--- src/rtl/core/u2a_pkg.sv ---
// u2a_pkg: types, constants and the code point fold table shared by the
// UTF-8 to ASCII folding unit. No dependencies.
`timescale 1ns / 1ps

package u2a_pkg;

   localparam int unsigned BYTE_W  = 8;
   localparam int unsigned CHAR_W  = 7;
   localparam int unsigned LEN_W   = 8;
   localparam int unsigned CP_W    = 21;

   localparam logic [BYTE_W-1:0] MAX_LENGTH_RESET = 8'd80;
   localparam logic [CHAR_W-1:0] CHAR_DOT         = 7'h2e;
   localparam logic [CHAR_W-1:0] CHAR_SPACE       = 7'h20;
   localparam logic [CHAR_W-1:0] CHAR_NUL         = 7'h00;

   // What the back end has to do with one result word.
   typedef enum logic [1:0] {
      KIND_CHAR = 2'd0,   // value[6:0] is the final character
      KIND_CODE = 2'd1,   // value is a decoded code point, still to fold
      KIND_EOL  = 2'd2    // end of line, length is the line total
   } kind_type;

   typedef struct packed {
      kind_type         kind;
      logic [CP_W-1:0]  value;
      logic [LEN_W-1:0] length;
   } result_type;

   // One queue entry: everything one input byte produced (one or two words).
   typedef struct packed {
      logic       two;
      result_type first;
      result_type second;
   } entry_type;

   // Most Latin-1 letters fold to their base letter, a few punctuation marks to
   // ASCII, anything else to '.'.
   function automatic logic [CHAR_W-1:0] fold_cp(input logic [CP_W-1:0] cp);
      logic [CHAR_W-1:0] ch;
      ch = CHAR_DOT;
      priority if (cp >= 21'hc0 && cp <= 21'hc6) ch = 7'h41;
      else if (cp == 21'hc7)                          ch = 7'h43;
      else if (cp >= 21'hc8 && cp <= 21'hcb)          ch = 7'h45;
      else if (cp >= 21'hcc && cp <= 21'hcf)          ch = 7'h49;
      else if (cp == 21'hd1)                          ch = 7'h4e;
      else if ((cp >= 21'hd2 && cp <= 21'hd6) || cp == 21'hd8) ch = 7'h4f;
      else if (cp >= 21'hd9 && cp <= 21'hdc)          ch = 7'h55;
      else if (cp == 21'hdd)                          ch = 7'h59;
      else if (cp == 21'hdf)                          ch = 7'h73;
      else if (cp >= 21'he0 && cp <= 21'he6)          ch = 7'h61;
      else if (cp == 21'he7)                          ch = 7'h63;
      else if (cp >= 21'he8 && cp <= 21'heb)          ch = 7'h65;
      else if (cp >= 21'hec && cp <= 21'hef)          ch = 7'h69;
      else if (cp == 21'hf1)                          ch = 7'h6e;
      else if ((cp >= 21'hf2 && cp <= 21'hf6) || cp == 21'hf8) ch = 7'h6f;
      else if (cp >= 21'hf9 && cp <= 21'hfc)          ch = 7'h75;
      else if (cp == 21'hfd || cp == 21'hff)          ch = 7'h79;
      else if (cp == 21'ha0)                          ch = 7'h20;
      else if (cp == 21'h2018 || cp == 21'h2019)      ch = 7'h27;
      else if (cp == 21'h201c || cp == 21'h201d)      ch = 7'h22;
      else if (cp == 21'h2013 || cp == 21'h2014)      ch = 7'h2d;
      else if (cp == 21'h2026)                        ch = CHAR_DOT;
      else if (cp == 21'h2022)                        ch = 7'h2a;
      else                                            ch = CHAR_DOT;
      return ch;
   endfunction

endpackage

--- src/rtl/core/utf8_to_ascii_folder_unit.sv ---
// utf8_to_ascii_folder_unit: top level of the UTF-8 to ASCII folding unit.
// Depends on u2a_pkg, u2a_front, u2a_queue and u2a_back.
//
// Usage:
//  - req_ channel: one raw text byte per word (tdata[7:0]). A zero byte
//    closes the line.
//  - rsp_ channel: one folded ASCII character per word, tdata[6:0] the
//    character and tdata[14:7] the running line length; tlast marks the
//    end-of-line word, which carries character 0 and the line total.
//  - csr_: write-only max_length (characters per line, reset 80). Write it
//    only while the unit is idle.
//  - One byte gives zero, one or two words (two when a truncated sequence
//    is flushed as '.' before the interrupting byte).
//  - Path: the decoder writes the queue when a byte is accepted, and the
//    fold loads the output register from the queue head when that register
//    is empty or its held word is taken.
//  - Throughput: one byte per cycle while the queue is not full; the back end
//    drains one word per cycle while not stalled, so a two-word byte's extra
//    word is absorbed by the queue between the decoder and the output stage.
//  - Reset: decoder state, queue and output valid clear; max_length
//    returns to 80. No clearing pass.
//  - Stall: while rsp_tready is low the output word holds, the queue fills
//    and req_tready drops once it is full.
`timescale 1ns / 1ps

module utf8_to_ascii_folder_unit
   import u2a_pkg::*;
#(
   parameter int unsigned QUEUE_DEPTH = 4
)(
   input  logic        clock,
   input  logic        reset,
   input  logic        req_tvalid,
   output logic        req_tready,
   input  logic [7:0]  req_tdata,    // [7:0] text_byte
   output logic        rsp_tvalid,
   input  logic        rsp_tready,
   output logic [15:0] rsp_tdata,    // [6:0] out_char, [14:7] line_length, [15] 0
   output logic        rsp_tlast,    // end_of_line
   input  logic        csr_wr_en,
   input  logic [7:0]  csr_wr_data   // max_length
);

   entry_type         push_data, head;
   logic              push, full, pop, empty;
   logic [CHAR_W-1:0] out_char;
   logic [LEN_W-1:0]  line_length;

   // the front stalls only on a full queue
   assign req_tready = !full;

   u2a_front u_front (
      .clock       (clock),
      .reset       (reset),
      .byte_valid  (req_tvalid),
      .text_byte   (req_tdata),
      .byte_take   (req_tready),
      .csr_wr_en   (csr_wr_en),
      .csr_wr_data (csr_wr_data),
      .push        (push),
      .push_data   (push_data)
   );

   u2a_queue #(.DEPTH(QUEUE_DEPTH)) u_queue (
      .clock     (clock),
      .reset     (reset),
      .push      (push),
      .push_data (push_data),
      .full      (full),
      .pop       (pop),
      .pop_data  (head),
      .empty     (empty)
   );

   u2a_back u_back (
      .clock       (clock),
      .reset       (reset),
      .head        (head),
      .empty       (empty),
      .pop         (pop),
      .rsp_tvalid  (rsp_tvalid),
      .rsp_tready  (rsp_tready),
      .out_char    (out_char),
      .line_length (line_length),
      .end_of_line (rsp_tlast)
   );

   assign rsp_tdata = {1'b0, line_length, out_char};

endmodule

--- src/rtl/core/u2a_front.sv ---
// u2a_front: UTF-8 sequence decoder and line length tracking.
// Depends on u2a_pkg. Emits one queue entry per byte that produces output.
`timescale 1ns / 1ps

module u2a_front
   import u2a_pkg::*;
(
   input  logic              clock,
   input  logic              reset,
   input  logic              byte_valid,
   input  logic [BYTE_W-1:0] text_byte,
   input  logic              byte_take,    // byte accepted this cycle
   input  logic              csr_wr_en,
   input  logic [BYTE_W-1:0] csr_wr_data,
   output logic              push,
   output entry_type         push_data
);

   logic [BYTE_W-1:0] max_len_ff;
   logic [1:0]        pend_ff,  pend_in;
   logic [CP_W-1:0]   acc_ff,   acc_in;
   logic [LEN_W-1:0]  wc_ff,    wc_in;

   logic       is_cont;
   logic       dot_v, main_v;
   result_type dot_r, main_r;

   assign is_cont = (text_byte[7:6] == 2'b10);

   always_comb begin
      pend_in = pend_ff;
      acc_in  = acc_ff;
      wc_in   = wc_ff;
      dot_v   = 1'b0;
      main_v  = 1'b0;
      dot_r   = '{kind: KIND_CHAR, value: CP_W'(CHAR_DOT), length: '0};
      main_r  = '{kind: KIND_CHAR, value: '0, length: '0};

      if (pend_ff != 2'd0 && is_cont) begin
         // continuation absorbed even past the length limit
         acc_in  = {acc_ff[CP_W-7:0], text_byte[5:0]};
         pend_in = pend_ff - 2'd1;
         if (pend_in == 2'd0 && wc_in < max_len_ff) begin
            wc_in  = wc_in + 1'b1;
            main_v = 1'b1;
            main_r = '{kind: KIND_CODE, value: acc_in, length: wc_in};
         end
      end else begin
         if (pend_ff != 2'd0) begin
            // truncated sequence: '.' then the byte is decoded afresh
            pend_in = 2'd0;
            acc_in  = '0;
            if (wc_in < max_len_ff) begin
               wc_in        = wc_in + 1'b1;
               dot_v        = 1'b1;
               dot_r.length = wc_in;
            end
         end

         if (text_byte == '0) begin
            main_v  = 1'b1;
            main_r  = '{kind: KIND_EOL, value: '0, length: wc_in};
            wc_in   = '0;
            pend_in = 2'd0;
            acc_in  = '0;
         end else if (wc_in < max_len_ff) begin
            if (!text_byte[7]) begin
               wc_in  = wc_in + 1'b1;
               main_v = 1'b1;
               main_r = '{kind: KIND_CHAR,
                          value: CP_W'((text_byte < 8'h20) ? CHAR_SPACE
                                                            : text_byte[6:0]),
                          length: wc_in};
            end else if (text_byte[7:5] == 3'b110) begin
               acc_in  = CP_W'(text_byte[4:0]);
               pend_in = 2'd1;
            end else if (text_byte[7:4] == 4'b1110) begin
               acc_in  = CP_W'(text_byte[3:0]);
               pend_in = 2'd2;
            end else if (text_byte[7:3] == 5'b11110) begin
               acc_in  = CP_W'(text_byte[2:0]);
               pend_in = 2'd3;
            end else begin
               // stray continuation or invalid lead
               wc_in  = wc_in + 1'b1;
               main_v = 1'b1;
               main_r = '{kind: KIND_CHAR, value: CP_W'(CHAR_DOT), length: wc_in};
            end
         end
      end
   end

   always_comb begin
      push_data = '{two: 1'b0, first: main_r, second: main_r};
      if (dot_v) begin
         push_data.first = dot_r;
         push_data.two   = main_v;
      end
   end

   assign push = byte_take && byte_valid && (dot_v || main_v);

   always_ff @(posedge clock) begin
      if (reset) begin
         max_len_ff <= MAX_LENGTH_RESET;
         pend_ff    <= 2'd0;
         acc_ff     <= '0;
         wc_ff      <= '0;
      end else begin
         if (csr_wr_en) max_len_ff <= csr_wr_data;
         if (byte_take && byte_valid) begin
            pend_ff <= pend_in;
            acc_ff  <= acc_in;
            wc_ff   <= wc_in;
         end
      end
   end

endmodule

--- src/rtl/core/u2a_queue.sv ---
// u2a_queue: small register FIFO of decoded entries between front and back.
// Depends on u2a_pkg for the entry type.
`timescale 1ns / 1ps

module u2a_queue
   import u2a_pkg::*;
#(
   parameter int unsigned DEPTH = 4
)(
   input  logic      clock,
   input  logic      reset,
   input  logic      push,
   input  entry_type push_data,
   output logic      full,
   input  logic      pop,
   output entry_type pop_data,
   output logic      empty
);

   localparam int unsigned PTR_W = (DEPTH > 1) ? $clog2(DEPTH) : 1;
   localparam int unsigned CNT_W = $clog2(DEPTH + 1);
   localparam logic [PTR_W-1:0] LAST = PTR_W'(DEPTH - 1);
   localparam logic [CNT_W-1:0] FULL_CNT = CNT_W'(DEPTH);

   entry_type        mem_ff [DEPTH];
   logic [PTR_W-1:0] wr_ff, rd_ff;
   logic [CNT_W-1:0] cnt_ff;
   logic             do_push, do_pop;

   assign full     = (cnt_ff == FULL_CNT);
   assign empty    = (cnt_ff == '0);
   assign do_push  = push && !full;
   assign do_pop   = pop && !empty;
   assign pop_data = mem_ff[rd_ff];

   always_ff @(posedge clock) begin
      if (do_push) mem_ff[wr_ff] <= push_data;
   end

   always_ff @(posedge clock) begin
      if (reset) begin
         wr_ff  <= '0;
         rd_ff  <= '0;
         cnt_ff <= '0;
      end else begin
         if (do_push) wr_ff <= (wr_ff == LAST) ? '0 : wr_ff + 1'b1;
         if (do_pop)  rd_ff <= (rd_ff == LAST) ? '0 : rd_ff + 1'b1;
         if (do_push && !do_pop)      cnt_ff <= cnt_ff + 1'b1;
         else if (do_pop && !do_push) cnt_ff <= cnt_ff - 1'b1;
      end
   end

endmodule

--- src/rtl/core/u2a_back.sv ---
// u2a_back: unpacks queue entries into single words, folds code points and
// holds the output register. Depends on u2a_pkg.
`timescale 1ns / 1ps

module u2a_back
   import u2a_pkg::*;
(
   input  logic              clock,
   input  logic              reset,
   input  entry_type         head,
   input  logic              empty,
   output logic              pop,
   output logic              rsp_tvalid,
   input  logic              rsp_tready,
   output logic [CHAR_W-1:0] out_char,
   output logic [LEN_W-1:0]  line_length,
   output logic              end_of_line
);

   logic              valid_ff, valid_in;
   logic              sel_ff,   sel_in;     // 1: second word of head is next
   logic [CHAR_W-1:0] char_ff,  char_in;
   logic [LEN_W-1:0]  len_ff,   len_in;
   logic              eol_ff,   eol_in;
   logic              load;
   result_type        cur;

   assign load = !valid_ff || rsp_tready;
   assign cur  = sel_ff ? head.second : head.first;

   always_comb begin
      valid_in = valid_ff;
      sel_in   = sel_ff;
      char_in  = char_ff;
      len_in   = len_ff;
      eol_in   = eol_ff;
      pop      = 1'b0;
      if (load) begin
         valid_in = !empty;
         if (!empty) begin
            len_in = cur.length;
            eol_in = (cur.kind == KIND_EOL);
            unique case (cur.kind)
               KIND_CHAR: char_in = cur.value[CHAR_W-1:0];
               KIND_CODE: char_in = fold_cp(cur.value);
               KIND_EOL:  char_in = CHAR_NUL;
               default:   char_in = CHAR_DOT;
            endcase
            if (!sel_ff && head.two) begin
               sel_in = 1'b1;
            end else begin
               sel_in = 1'b0;
               pop    = 1'b1;
            end
         end
      end
   end

   always_ff @(posedge clock) begin
      if (reset) begin
         valid_ff <= 1'b0;
         sel_ff   <= 1'b0;
      end else begin
         valid_ff <= valid_in;
         sel_ff   <= sel_in;
      end
      char_ff <= char_in;
      len_ff  <= len_in;
      eol_ff  <= eol_in;
   end

   assign rsp_tvalid  = valid_ff;
   assign out_char    = char_ff;
   assign line_length = len_ff;
   assign end_of_line = eol_ff;

endmodule

--- config.mk ---
export PLATFORM = sky130hd
export DESIGN_NAME = utf8_to_ascii_folder_unit
export DESIGN_NICKNAME = d
export VERILOG_FILES = /design/src/rtl/core/u2a_pkg.sv /design/src/rtl/core/utf8_to_ascii_folder_unit.sv /design/src/rtl/core/u2a_front.sv /design/src/rtl/core/u2a_queue.sv /design/src/rtl/core/u2a_back.sv
export SDC_FILE = /design/constraint.sdc
export NUM_CORES = 1
export LEC_CHECK = 0
export BUFFER_PORTS_ARGS = -buffer_cell sky130_fd_sc_hd__buf_2
export CAP_MARGIN = 20
export CORE_MARGIN = 3
export CORE_UTILIZATION = 52
export DETAILED_ROUTE_END_ITERATION = 8
export GPL_ROUTABILITY_DRIVEN = 0
export HOLD_SLACK_MARGIN = 0.03
export PLACE_DENSITY = 0.68
export SLEW_MARGIN = 10
export SYNTH_ARGS = -nofsm -noshare
export SYNTH_HDL_FRONTEND = slang
export SYNTH_SLANG_ARGS = --single-unit
--- constraint.sdc ---
create_clock -name clock -period 15.64 [get_ports clock]
set_input_delay 3.128 -clock clock [delete_from_list [all_inputs] [get_ports clock]]
set_output_delay 3.128 -clock clock [all_outputs]
set_load 0.01 [all_outputs]
## After elaboration in Yosys (flattened, before gate mapping)

Memories as Yosys holds them, arrays and structs flattened. A register that Yosys moved wholly into a read port is not among the register bits.
Cells that the tools add are included.

- Register bits after elaboration: 64
- Bits in writable memories: 252
- ROM bits: 0
- Input port bits: 21
- Memories: 1
- Bits in latches: 0
- Logic and storage cells: 202

Memory list:

| name | depth | width | rd ports | clocked after Yosys merged registers in | write ports | line | source |
|---|---|---|---|---|---|---|---|
| u_queue.mem_ff | 4 | 63 | 1 | 1 | 1 | u2a_queue.sv:25 | `entry_type mem_ff [DEPTH];` |

- Shifts and indexed selects: 0
- Div/mod/pow operators: 0
- Multiply operators: 0
- Bitwise logic cells: 1
- Reduce and logical (&&, ||, !) cells: 41
- Equal/unequal tests: 29
- $add $sub $neg: 7
- $lt $le $gt $ge: 23
- Muxes and demuxes: 88

Operators with widths:

| kind | count |
|---|---|
| 21-bit by 8-bit == test with 1-bit output, second input constant | 11 |
| 31-bit 2-to-1 mux | 7 |
| 21-bit by 8-bit >= comparator with 1-bit output, second input constant | 10 |
| 21-bit by 8-bit less-or-equal comparator with 1-bit output, second input constant | 10 |
| 21-bit by 14-bit == test with 1-bit output, second input constant | 8 |
| 21-bit 2-to-1 mux | 8 |
| 7-bit 2-to-1 mux | 23 |
| 8-bit 2-to-1 mux | 14 |
| 32-bit 2-to-1 mux | 1 |
| 30-bit 2-to-1 mux | 1 |
| 2-bit 2-to-1 mux | 12 |
| 7-bit case mux with 3 select lines | 1 |
| 1-bit logical AND | 19 |
| 1-bit 2-to-1 mux | 17 |
| 8-bit by 1-bit adder with 8-bit output, second input constant | 2 |
| 8-bit < comparator | 2 |
| 14-bit 2-to-1 mux | 1 |
| 3-bit 2-to-1 mux | 3 |
| 2-bit == test, second input constant | 4 |
| 8-bit zero test | 1 |
| 1-bit logical OR | 8 |
| 8-bit by 6-bit < comparator with 1-bit output, second input constant | 1 |
| 3-bit == test, second input constant | 2 |
| 1-bit zero test | 6 |
| other kinds (13) | 17 |

## Depth between registers and ports, before layout

- Word-level depth: 26
- Depth in mapped cells: 23
- Mapped depth without buffers: 23

## By module

From an unflattened synthesis, not the netlist that was laid out.

- Cell total of the unflattened synthesis: 1027
- Area, all modules: 14719.1 µm²

By module, submodules not included:

| module | sequential area each (µm²) | times used | cells an instance | area an instance (µm²) |
|---|---|---|---|---|
| u2a_queue | 7747.4 | 1 | 379 | 9567.9 |
| u2a_front | 660.6 | 1 | 440 | 3256.9 |
| u2a_back | 520.5 | 1 | 205 | 1879.3 |
| utf8_to_ascii_folder_unit | 0.0 | 1 | 3 | 15.0 |

## Worst setup path after synthesis

Ideal clock, no wire load.

- Kind: input -> register
- Start: in req_tdata[5]
- End: mem u_queue.mem_ff[0][0] (netlist name), enable pin
- Setup time: 0.428 ns
- Arrival: 5.682 ns
- Setup slack: 9.531 ns
- Stages on the path: 7
- Cells stage by stage: clkbuf_1 -> nor2_1 -> nand3_1 -> nand2_1 -> o22ai_1 -> a21oi_2 -> and2_1

- Cells in the longest elaborated chain, start to end: 13

RTL lines:

| what | line | source |
|---|---|---|
| from (decl) | utf8_to_ascii_folder_unit.sv:35 | `input logic [7:0] req_tdata,` |
| 5-bit == test | u2a_front.sv:80 | `end else if (text_byte[7:3] == 5'b11110) begin` |
| 1-bit 2-to-1 mux | u2a_front.sv:80 |  |
| 1-bit 2-to-1 mux | u2a_front.sv:77 | `end else if (text_byte[7:4] == 4'b1110) begin` |
| 1-bit 2-to-1 mux | u2a_front.sv:74 | `end else if (text_byte[7:5] == 3'b110) begin` |
| 1-bit 2-to-1 mux | u2a_front.sv:67 | `if (!text_byte[7]) begin` |
| 1-bit 2-to-1 mux | u2a_front.sv:66 | `end else if (wc_in < max_len_ff) begin` |
| 1-bit 2-to-1 mux (*) | u2a_front.sv:60 | `if (text_byte == '0) begin` |
| 1-bit 2-to-1 mux (*) | u2a_front.sv:39 | `if (pend_ff != 2'd0 && is_cont) begin` |
| 1-bit logical OR (*) | u2a_front.sv:101 | `assign push = byte_take && byte_valid && (dot_v \|\| main_v);` |
| 1-bit logical AND (*) | u2a_front.sv:101 |  |
| 1-bit logical AND (*) | u2a_queue.sv:32 | `assign do_push = push && !full;` |
| net u_queue.do_push | u2a_queue.sv:28 | `logic do_push, do_pop;` |
| 1-bit 2-to-1 mux (*) | u2a_queue.sv:37 | `if (do_push) mem_ff[wr_ff] <= push_data;` |
| 1-bit 2-to-1 mux (implied by the code) (*) | u2a_queue.sv:37 |  |
| to (decl) | u2a_queue.sv:25 |  |

Mark *: on every way through the listed nets, which the timed path passes. The rest lies on a longest branch.

## Final worst setup path

- Start: reg u_front.wc_ff[5]
- End: reg u_queue.cnt_ff[2]

- Cells in the longest elaborated chain, start to end: 14

RTL lines:

| what | line | source |
|---|---|---|
| from (decl) | u2a_front.sv:22 | `logic [LEN_W-1:0] wc_ff, wc_in;` |
| from (signal assigned) | u2a_front.sv:114 | `wc_ff <= wc_in;` |
| 8-bit by 1-bit adder with 8-bit output or 8-bit < comparator (tied branches) | u2a_front.sv:54, u2a_front.sv:43, u2a_front.sv:53 |  |
| 8-bit 2-to-1 mux | u2a_front.sv:53 | `if (wc_in < max_len_ff) begin` |
| 8-bit 2-to-1 mux | u2a_front.sv:49 | `if (pend_ff != 2'd0) begin` |
| 8-bit 2-to-1 mux | u2a_front.sv:39 |  |
| 8-bit < comparator | u2a_front.sv:66 |  |
| 1-bit 2-to-1 mux | u2a_front.sv:66 |  |
| 1-bit 2-to-1 mux | u2a_front.sv:60 |  |
| 1-bit 2-to-1 mux | u2a_front.sv:39 |  |
| 1-bit logical OR (*) | u2a_front.sv:101 |  |
| 1-bit logical AND (*) | u2a_front.sv:101 |  |
| 1-bit logical AND (*) | u2a_queue.sv:32 |  |
| net u_queue.do_push | u2a_queue.sv:28 |  |
| 1-bit zero test | u2a_queue.sv:49 | `else if (do_pop && !do_push) cnt_ff <= cnt_ff - 1'b1;` |
| 1-bit logical AND | u2a_queue.sv:49 |  |
| 2-bit nonzero test (no line) | n/a |  |
| to (signal assigned) | u2a_queue.sv:48 | `if (do_push && !do_pop) cnt_ff <= cnt_ff + 1'b1;` |
| to (signal assigned) | u2a_queue.sv:49 |  |
| to (decl) | u2a_queue.sv:27 | `logic [CNT_W-1:0] cnt_ff;` |

Mark *: on every way through the listed nets, which the timed path passes. The rest lies on a longest branch. The select of a mux whose other input is x is not followed.
A chain may end at the register's enable or synchronous reset.

==> results by stage <==
Run status:
- The run finished with clean final reports.

Finish:
- The number of inserted filler cells in the final layout is 2025.
- The signed area change from the synthesized netlist to the final layout is 10.4%.
- The antenna diode count is 0.
- The share of layout cells above drive strength 1 is 0.141.
- Leaving out fill and tap cells, the most frequent cells in the layout are 268 x sky130_fd_sc_hd__edfxtp_1, 96 x sky130_fd_sc_hd__nand2_1, 85 x sky130_fd_sc_hd__nor2_1.
- The net count of the finished layout is 1154.
- The leading cell type in the layout, fill and taps excluded is sky130_fd_sc_hd__edfxtp_1.
- The post-layout instance area is 15600 µm².

CTS:
- The CTS tree is yes.
- The number of setup buffers added after CTS is 0.
- The later-pin clock latency in the skew report is 0.55 ns.
- The number of buffers on the longest clock path is 3.
- The number of buffers added by the clock tree synthesis step is 31.
- In this run the clock root is driven by a sky130_fd_sc_hd__clkbuf_16.
- Once the clock tree was built, the resizer swapped 0 gates to a different size.
- The clock sink total is 312.
- CTS built an H-tree with a depth of 1.
- The number of hold buffers added after CTS was 0.
- The clock slew seen by the registers of the worst setup and hold paths is 0.06 ns.

Detailed routing:
- The total iterations of the first detailed-routing run is 5.
- After the first detailed-routing iteration, the DRC count stood at 945.
- Once detail routing completed, the nets flagged for antenna violations numbered 0.
- The DRC violation count after routing is 0.
- The total routed wirelength is 30.1 mm.
- The average wire per cell in the routed design is 20.5 µm.
- The detailed-route vias per instance is 6.09.
- Summing over every cut layer, the via total after detailed routing is 8933.

Global routing:
- The remaining global-route overflow is 0.
- Entering global routing, the biggest net connects 64 pins.
- The first global-routing pass estimated 47.4 mm of wire.
- The number of global-route vias before repair is 8490.
- The initial antenna violation count is 0.
- The total global-route track usage is 0.207.

Placed design:
- The estimated wirelength of the detail-placed design is 19.3 mm.
- Summing all placed instances gives a cell area of 14600 µm².
- Prior to clock tree synthesis, the placed netlist has a worst setup slack of 9.39 ns.
- The number of buffers added on ports is 38.

Pwr:
- Internal power comes to 0.00173 W.
- The maximum ir drop on the vdd rail is 107 µV.
- The switching power is 0.000803 W.
- The fraction of power consumed by sequential logic is 0.432.
- The share of total power in the clock network is 0.282.
- The power per cell area is 163 nW/µm².
- The static leakage power is 5.58 nW.
- Of the total power, the share spent switching nets is 0.316.
- Of the total power, combinational logic draws 0.285.

Synth:
- The count of warnings emitted by yosys is 0.
- The total nets after synthesis is 1126.
- The async set or reset register ratio after synthesis is 0.
- A synthesized cell averages 13.1 µm².
- The count of flip-flops with a built-in enable after synthesis is 268.
- After technology mapping, the gate count stands at 1078.
- Of the synthesized area, sequential elements account for 0.632.
- The share of synthesized area in the top cell type comes to 0.570.
- By area the synthesized netlist is led by sky130_fd_sc_hd__edfxtp_1 57%, sky130_fd_sc_hd__dfxtp_1 6.2%, sky130_fd_sc_hd__mux4_2 5.9%.
- The synthesized cell area is 14100 µm².
- Among all flip-flop cells after synthesis, the most frequent one is sky130_fd_sc_hd__edfxtp_1.
- The post-synthesis register bit count is 312.
- The cell type contributing the most total cell area after synthesis is sky130_fd_sc_hd__edfxtp_1.
- The unique cell type count in the Yosys netlist is 72.

Die:
- Pin placement for this block handled 40 I/O pins.
- The overall die area is 29200 µm².
- The starting density of the core is 0.536.
- The vertical die dimension is 171 µm.
- The die boundary width is 171 µm.
- The standard cell core area is 26400 µm².
- The initialized floorplan defines 59 standard-cell rows.

STA:
- For the pin with the worst max-slew slack, the measured transition is 0.942 ns.
- Measured against its own limit, the worst slew margin works out to 0.360.
- For the finished layout, the period the worst path requires is 6.07 ns.
- The worst setup margin is 9.57 ns.
- The total of endpoints with negative setup slack in the final report is 0.
- The setup skew after layout is 0.0104 ns.
- Setup repair after global routing left no endpoint under its margin.
- Summed over all failing endpoints, the final setup total negative slack is 0 ns.
- Across all hold checks on the routed design, the worst slack comes to 0.471 ns.
- The final number of hold-violating endpoints was 0.
- The peak clock frequency supported by timing is 165 MHz.
- The portion of the clock cycle consumed by the worst path in the final layout is 0.388.
- The number of max-slew violations in the final report came to 0.

Hold path:
- The cell depth of the worst min-delay path is 2.
- The tightest min-delay check is of the reg -> reg type.

Critical path:
- The critical path endpoint category is a register.
- The type of the worst setup path is reg -> reg.
- The worst setup path is launched from a register.
- The maximum fanout along the worst path is 9.
- The path depth of the worst reg2reg path is 19.
- STA puts the critical path data arrival time at 6.54 ns.
- For the worst setup path, the data required time is 16.11 ns.

Run:
- The total of max-cap violations is 0.
metal layers:
metal  global-route usage  wire length [µm]
met1                0.319             13900
met5                    0                 0
met2                0.318             13600
met3               0.0303              1940
met4               0.0458               678
metrics by stage:
step           cells  utilization  total power (W)
2_1_floorplan   1078            -          0.00164
3_3_place_gp    1406        0.553          0.00183
3_5_place_dp    1406        0.553          0.00183
4_1_cts         1464        0.591          0.00255
5_1_grt         1466        0.592          0.00267
6_report        1466        0.592          0.00254
power groups by stage:
| stage | registers (W) | clock network (W) | logic [W] |
|---|---|---|---|
| floorplan | 0.00109 | 0 | 0.000544 |
| global placement | 0.00111 | 0 | 0.000714 |
| detailed placement | 0.00111 | 0 | 0.000720 |
| CTS | 0.00110 | 0.000732 | 0.000724 |
| global route | 0.00111 | 0.000766 | 0.000799 |
| finish | 0.00110 | 0.000716 | 0.000724 |
state kept, by name, summed over array words and instances, names as in the netlist, named ones only:
register            count
u_back.out_char         7
u_queue.wr_ff           2
u_back.end_of_line      1
u_front.pend_ff         2
u_back.sel_ff           1
u_queue.mem_ff        252
u_front.wc_ff           8
u_back.rsp_tvalid       1
u_queue.rd_ff           2
u_front.max_len_ff      8
u_back.line_length      8
u_queue.cnt_ff          3
u_front.acc_ff         15
area by class of cell:
cell class	count	area, µm²	share of cell area
clock buffers	38	842	0.0540
clock inverters	20	165	0.0106
inverters	33	126	0.00810
multi-input cells	679	4830	0.309
flip-flops and latches	312	8940	0.573
well taps	335	419	0.0269
repair buffers	49	284	0.0182
worst max-delay path, cell delays in order, from the launching register on:
cell                        delay (ns)
sky130_fd_sc_hd__dfxtp_1          0.49
sky130_fd_sc_hd__ha_1             0.31
sky130_fd_sc_hd__a2111oi_0        0.49
sky130_fd_sc_hd__inv_1            0.08
sky130_fd_sc_hd__a21oi_1          0.32
sky130_fd_sc_hd__o21a_1           0.38
sky130_fd_sc_hd__nand2_1          0.12
sky130_fd_sc_hd__xnor2_1          0.36
sky130_fd_sc_hd__ha_1             0.32
sky130_fd_sc_hd__a2111oi_0        0.61
sky130_fd_sc_hd__o211ai_1         0.26
sky130_fd_sc_hd__a21oi_1          0.40
sky130_fd_sc_hd__o22ai_1          0.17
sky130_fd_sc_hd__a21oi_2          0.35
sky130_fd_sc_hd__ha_1             0.26
sky130_fd_sc_hd__inv_1            0.06
sky130_fd_sc_hd__fa_1             0.37
sky130_fd_sc_hd__xor2_1           0.18
sky130_fd_sc_hd__or3_1            0.30
sky130_fd_sc_hd__a21oi_1          0.15
cells by family after synthesis:
group,after synthesis,share of synthesized area
other cells,1,0.000265
compound gates,206,0.100
xor+xnor,17,0.0105
fa+ha+maj,27,0.0244
simple gates,359,0.123
flops,312,0.632
buf+inv,87,0.0274
mux,69,0.0823
cell usage after synthesis, types with 8 or more instances:
master	number
sky130_fd_sc_hd__a211oi_1	12
sky130_fd_sc_hd__a21oi_1	43
sky130_fd_sc_hd__a22o_1	8
sky130_fd_sc_hd__a22oi_1	14
sky130_fd_sc_hd__a31oi_1	8
sky130_fd_sc_hd__and2_1	17
sky130_fd_sc_hd__and3_1	38
sky130_fd_sc_hd__buf_2	10
sky130_fd_sc_hd__clkbuf_1	31
sky130_fd_sc_hd__dfxtp_1	44
sky130_fd_sc_hd__edfxtp_1	268
sky130_fd_sc_hd__ha_1	26
sky130_fd_sc_hd__inv_1	32
sky130_fd_sc_hd__mux2i_1	28
sky130_fd_sc_hd__mux4_2	37
sky130_fd_sc_hd__nand2_1	96
sky130_fd_sc_hd__nand2b_1	16
sky130_fd_sc_hd__nand3_1	28
sky130_fd_sc_hd__nor2_1	86
sky130_fd_sc_hd__nor2b_1	10
sky130_fd_sc_hd__nor3_1	33
sky130_fd_sc_hd__o211ai_1	16
sky130_fd_sc_hd__o21ai_0	31
sky130_fd_sc_hd__o221ai_1	8
sky130_fd_sc_hd__o22ai_1	9
sky130_fd_sc_hd__xnor2_1	12
worst paths after layout:
| kind | end | startpoint | slack (ns) |
|---|---|---|---|
| worst min-delay path | u_back.rsp_tvalid$_SDFFE_PP0N_ | u_back.rsp_tvalid$_SDFFE_PP0N_ | 0.47 |
| worst max-delay path | u_queue.cnt_ff[2]$_SDFFE_PP0P_ | u_front.wc_ff[5]$_SDFFE_PP0P_ | 9.57 |
| worst min register to register | u_back.rsp_tvalid$_SDFFE_PP0N_ | u_back.rsp_tvalid$_SDFFE_PP0N_ | 0.47 |
| worst max register to register | u_queue.cnt_ff[2]$_SDFFE_PP0P_ | u_front.wc_ff[5]$_SDFFE_PP0P_ | 9.57 |
Note: power is estimated with default switching activity, not from simulation.
